**src/sv/mic_pkg.sv**
```systemverilog
// Shared types, constants and coefficient functions for the magnetometer iron correction.
package mic_pkg;

  // Configuration register indexes.
  localparam int CFG_INDEX_WIDTH = 2;
  localparam int CFG_DATA_WIDTH  = 18;
  localparam logic [CFG_INDEX_WIDTH-1:0] REG_OFFSET_X = 2'd0;
  localparam logic [CFG_INDEX_WIDTH-1:0] REG_OFFSET_Y = 2'd1;
  localparam logic [CFG_INDEX_WIDTH-1:0] REG_GAIN_X   = 2'd2;
  localparam logic [CFG_INDEX_WIDTH-1:0] REG_GAIN_Y   = 2'd3;

  localparam int OFFSET_WIDTH   = 18;
  localparam int GAIN_WIDTH     = 17;
  localparam int GAIN_FRAC_BITS = 16;

  localparam logic signed [OFFSET_WIDTH-1:0] OFFSET_X_RESET = 18'sd27680;
  localparam logic signed [OFFSET_WIDTH-1:0] OFFSET_Y_RESET = -18'sd5280;
  localparam logic [GAIN_WIDTH-1:0]          GAIN_X_RESET   = 17'd61456;
  localparam logic [GAIN_WIDTH-1:0]          GAIN_Y_RESET   = 17'd70197;

  // Decimal coefficients, scaled by 1e8.
  localparam longint E8_SCALE = 100000000;
  localparam longint TILT_E8 [3][3] = '{
    '{100000000, 0, 703476},
    '{0, 100000000, -7186357},
    '{-698555, 7744466, 100000000}
  };
  localparam longint ROT_E8 [3][3] = '{
    '{-74874188, 66286168, 0},
    '{-66286168, -74874188, 0},
    '{0, 0, 100000000}
  };

  typedef enum logic [1:0] {
    MAT_TILT,
    MAT_ROT,
    MAT_ROT_T
  } mat_sel_t;

  // Clock enables of the two register stages inside one matrix unit.
  typedef struct packed {
    logic prod;
    logic sum;
  } mic_stage_en_t;

  function automatic longint mat_e8(mat_sel_t sel, int r, int c);
    longint v;
    v = 0;
    unique case (sel)
      MAT_TILT:  v = TILT_E8[r][c];
      MAT_ROT:   v = ROT_E8[r][c];
      MAT_ROT_T: v = ROT_E8[c][r];
      default:   v = 0;
    endcase
    return v;
  endfunction

  // Rounds to nearest with halves away from zero.
  function automatic longint coef_q(longint e8, int frac);
    longint mag;
    longint q;
    mag = (e8 < 0) ? -e8 : e8;
    q = (mag * (longint'(1) << frac) + (E8_SCALE / 2)) / E8_SCALE;
    return (e8 < 0) ? -q : q;
  endfunction

endpackage

```
**src/sv/mic_matvec.sv**
```systemverilog
// Constant 3x3 matrix times vector: registered products, then registered rounded sums.
module mic_matvec
  import mic_pkg::*;
#(
  parameter mat_sel_t MAT  = MAT_TILT,
  parameter int       IN_W  = 21,
  parameter int       OUT_W = 22,
  parameter int       FRAC  = 16
) (
  input  logic                    clk,
  input  mic_stage_en_t           en,
  input  logic signed [IN_W-1:0]  din  [3],
  output logic signed [OUT_W-1:0] dout [3]
);

  localparam int     CW   = FRAC + 2;
  localparam int     PW   = IN_W + CW;
  localparam int     SW   = PW + 2;
  localparam longint HALF = longint'(1) << (FRAC - 1);

  logic signed [PW-1:0] prod [3][3];
  logic signed [SW-1:0] sum  [3];
  logic signed [SW-1:0] rnd  [3];

  for (genvar r = 0; r < 3; r++) begin : g_row
    for (genvar c = 0; c < 3; c++) begin : g_col
      localparam logic signed [CW-1:0] K = CW'(coef_q(mat_e8(MAT, r, c), FRAC));
      always_ff @(posedge clk) begin
        if (en.prod) begin
          prod[r][c] <= PW'(din[c]) * PW'(K);
        end
      end
    end

    // Adding one half before the arithmetic shift rounds halves upward.
    always_comb begin
      sum[r] = SW'(prod[r][0]) + SW'(prod[r][1]) + SW'(prod[r][2]) + SW'(HALF);
      rnd[r] = sum[r] >>> FRAC;
    end

    always_ff @(posedge clk) begin
      if (en.sum) begin
        dout[r] <= rnd[r][OUT_W-1:0];
      end
    end
  end

endmodule

```
**config.mk**
```make
export PLATFORM = sky130hd
export DESIGN_NAME = mic_matvec
export DESIGN_NICKNAME = d
export VERILOG_FILES = /design/src/sv/mic_pkg.sv /design/src/sv/mic_matvec.sv
export SDC_FILE = /design/constraint.sdc
export NUM_CORES = 2
export LEC_CHECK = 0
export ABC_AREA = 0
export BUFFER_PORTS_ARGS = -buffer_cell sky130_fd_sc_hd__buf_2
export CELL_PAD_IN_SITES_DETAIL_PLACEMENT = 0
export CELL_PAD_IN_SITES_GLOBAL_PLACEMENT = 1
export CORE_UTILIZATION = 45
export CTS_BUF_LIST = sky130_fd_sc_hd__clkbuf_16
export DETAILED_ROUTE_END_ITERATION = 10
export PLACE_DENSITY_LB_ADDON = 0.25
export SYNTH_ARGS = -nofsm -noshare
export SYNTH_HDL_FRONTEND = slang
export SYNTH_SLANG_ARGS = --single-unit
```
**constraint.sdc**
```tcl
create_clock -name clk -period 8.05 [get_ports clk]
set_clock_uncertainty 0.05 [all_clocks]
set_input_delay 0.4025 -clock clk [delete_from_list [all_inputs] [get_ports clk]]
set_output_delay 0.4025 -clock clk [all_outputs]
set_load 0.01 [all_outputs]
```
==> impl_metrics.tcl <==
set metrics [dict create \
    outcome "finished, final reports clean" \
    portBuffers 131 \
    crit_path_max_incr_delay_ns 0.59 \
    grt_pass1_wl_um 107000 \
    synth-seq-cells 228 \
    final_common_cell "inv_1" \
    die_x_um 254 \
    reg2reg_depth 11 \
    clk_latency_ns 0.57 \
    start_kind "primary input" \
    antenna_found_initial 0 \
    crit_arrival_ns 5.92 \
    critical_path_class "in -> reg" \
    io_pins 132 \
    clock_path_buffers 3 \
    insertedDiodeCount 0 \
    via_per_inst 5.14 \
    core_sq_mm 0.0630 \
    syn_area_sq_mm 0.0287 \
    ant_nets 0 \
    final_cell_area_sq_mm 0.0313 \
    fin_crit_sh 0.704 \
    cp_data_required_time_ns 8.31 \
    clk_pin_slew_worst_paths_ns 0.06 \
    dieArea_sq_mm 0.0647 \
    cts_made_buffers 28 \
    gp_congestion 0.899 \
    maxCapViolCount 0 \
    dp_hpwl_um 56300 \
    drive_above_1_share 0.0717 \
    dr.pass1.iters 5 \
    min_period_ns 5.66 \
    synth_cell_type_count 68 \
    worst-path-stages 21 \
    final_nets 3662 \
    synth.top_cells.by_area "fa_1, edfxtp_1, ha_1" \
    grt_remaining_overflow 0 \
    first_global_vias 19400 \
    ys_warn_count 0 \
    syn_area_per_cell_sq_um 11.3 \
    slew_headroom 0.355 \
    cts_tree "yes" \
    cp-end-kind "register" \
    ys_async_sr_fraction 0 \
    tightest_slew_ns 0.967 \
    hold_viol 0 \
    cpLargestDelayFamily "adder cells" \
    whs_path_depth 1 \
    worstHoldPathType "in -> reg" \
    setup_viol 0 \
    stdcell_count 3553 \
    num_rows 92 \
    track_usage 0.215 \
    die_y_um 254 \
    cts_num_sinks 228 \
    post-cts-setup-buffer-count 0 \
    crit_fanout 7 \
    area_growth_pct 8.99 \
    cts_root_buffer "clkbuf_16" \
    post-place-cells 3502 \
    synth_flop_cell "edfxtp_1" \
    htree_num_levels 1 \
    netlist_instances 2529 \
    slowest_stage "a221oi_1" \
    crit_buf_inv 5 \
    num_vias 18300 \
    start_util 0.455 \
    cts_resized 0 \
    avgRoutedWirePerCell_um 18.8 \
    dpl_cell_area_sq_mm 0.0304 \
    drt-total-wl_um 66700 \
    yosys.area.top_type "fa_1" \
    cts_hold_buf 0 \
    yosysTopAreaCellShare 0.269 \
    synth-edff-count 228 \
    slew_violations 0 \
    grt_max_degree 92 \
    fmaxAchievable_mhz 177 \
    grt_setup_unrepaired "false" \
    drc 0 \
    seq_area_frac_synth 0.239 \
    fin_setup_tns_ns 0 \
    synth_fp_nets 3505 \
    final_cell_mix "inv_1, ha_1, fa_1" \
    drt_iter0_drc 915 \
    crit_chain "buf_2 > ha_1 > and2_1 > fa_1 > inv_1 > fa_1 > inv_1 > fa_1 > inv_1 > fa_1 > inv_1 > ha_1 > a21o_1 > o21ba_2 > a221oi_1 > o21ai_0 > nand4b_1 > a31oi_1 > a211o_1 > a21oi_1 > xnor2_1" \
]
[metal layers]
metal / share of wire / routed length, um / vias up / global-route usage
li1: - / - / 8820 / -
met1: 0.46 / 30900 / 9068 / 0.298
met2: 0.49 / 32300 / 305 / 0.367
met3: 0.034 / 2280 / 67 / 0.0221
met4: 0.017 / 1120 / 0 / 0.0363
met5: 0 / 0 / - / 0
[path summary, 6_finish.rpt]
check	startpoint	end	slack, ns
hold reg to reg	prod[0][108]	dout[59]	0.66
setup reg to reg	prod[2][84]	dout[16]	4.31
hold / removal	din[56]	prod[0][107]	0.07
setup / recovery	din[22]	prod[2][71]	2.39
[stage by stage]
step	utilization	worst slack [ns]	hold slack, ns
2_1_floorplan	-	2.50	0.451
3_3_place_gp	0.483	1.93	0.614
3_5_place_dp	0.483	1.80	0.620
4_1_cts	0.496	2.39	0.0369
5_1_grt	0.496	2.12	0.0493
6_report	0.496	2.39	0.0685
[area by class of cell]
class                   count  area (sq um)
repair buffers            133           679
flip-flops and latches    228          6850
inverters                 538          2020
clock buffers              29           726
well taps                 846          1060
clock inverters            22           139
multi-input cells        1757         19800
fillers                  5731         31700
[state kept, by name (all words and copies together) (netlist names)]
| signal | cells |
|---|---|
| prod | 162 |
| dout | 66 |
[synth_stat cells, drive strengths merged (4+ instances only)]
master,number
and3,17
ha,525
clkbuf,4
o21a,27
fa,385
o21ai,65
inv,538
nand2b,11
and4,6
xor2,46
nor2,83
nor3,26
nand2,68
a31oi,18
nand3,16
a21o,74
and2,11
a211oi,13
or3,7
a211o,4
a2111oi,5
a21boi,4
o21bai,18
a22o,4
edfxtp,228
nand4,11
nor2b,25
xnor2,115
or2,5
a21oi,103
a41oi,4
a221oi,8
o211ai,9
[logic make-up (layout without fill, tap and decap cells)]
kind of cell             Yosys count  after routing  synth area share
multiplexers                       3              3           0.00105
AND/OR/NAND/NOR                  295            295            0.0505
AO/OA/AOI/OAI                    388            388            0.0914
flip-flops                       228            228             0.239
buffers and inverters            544            722            0.0713
XOR/XNOR                         161            161            0.0492
adder cells (fa/ha/maj)          910            910             0.498
Power is left out: the tool's default activity adds up to more than one toggle a clock period on the data nets, which glitch-free logic cannot reach.
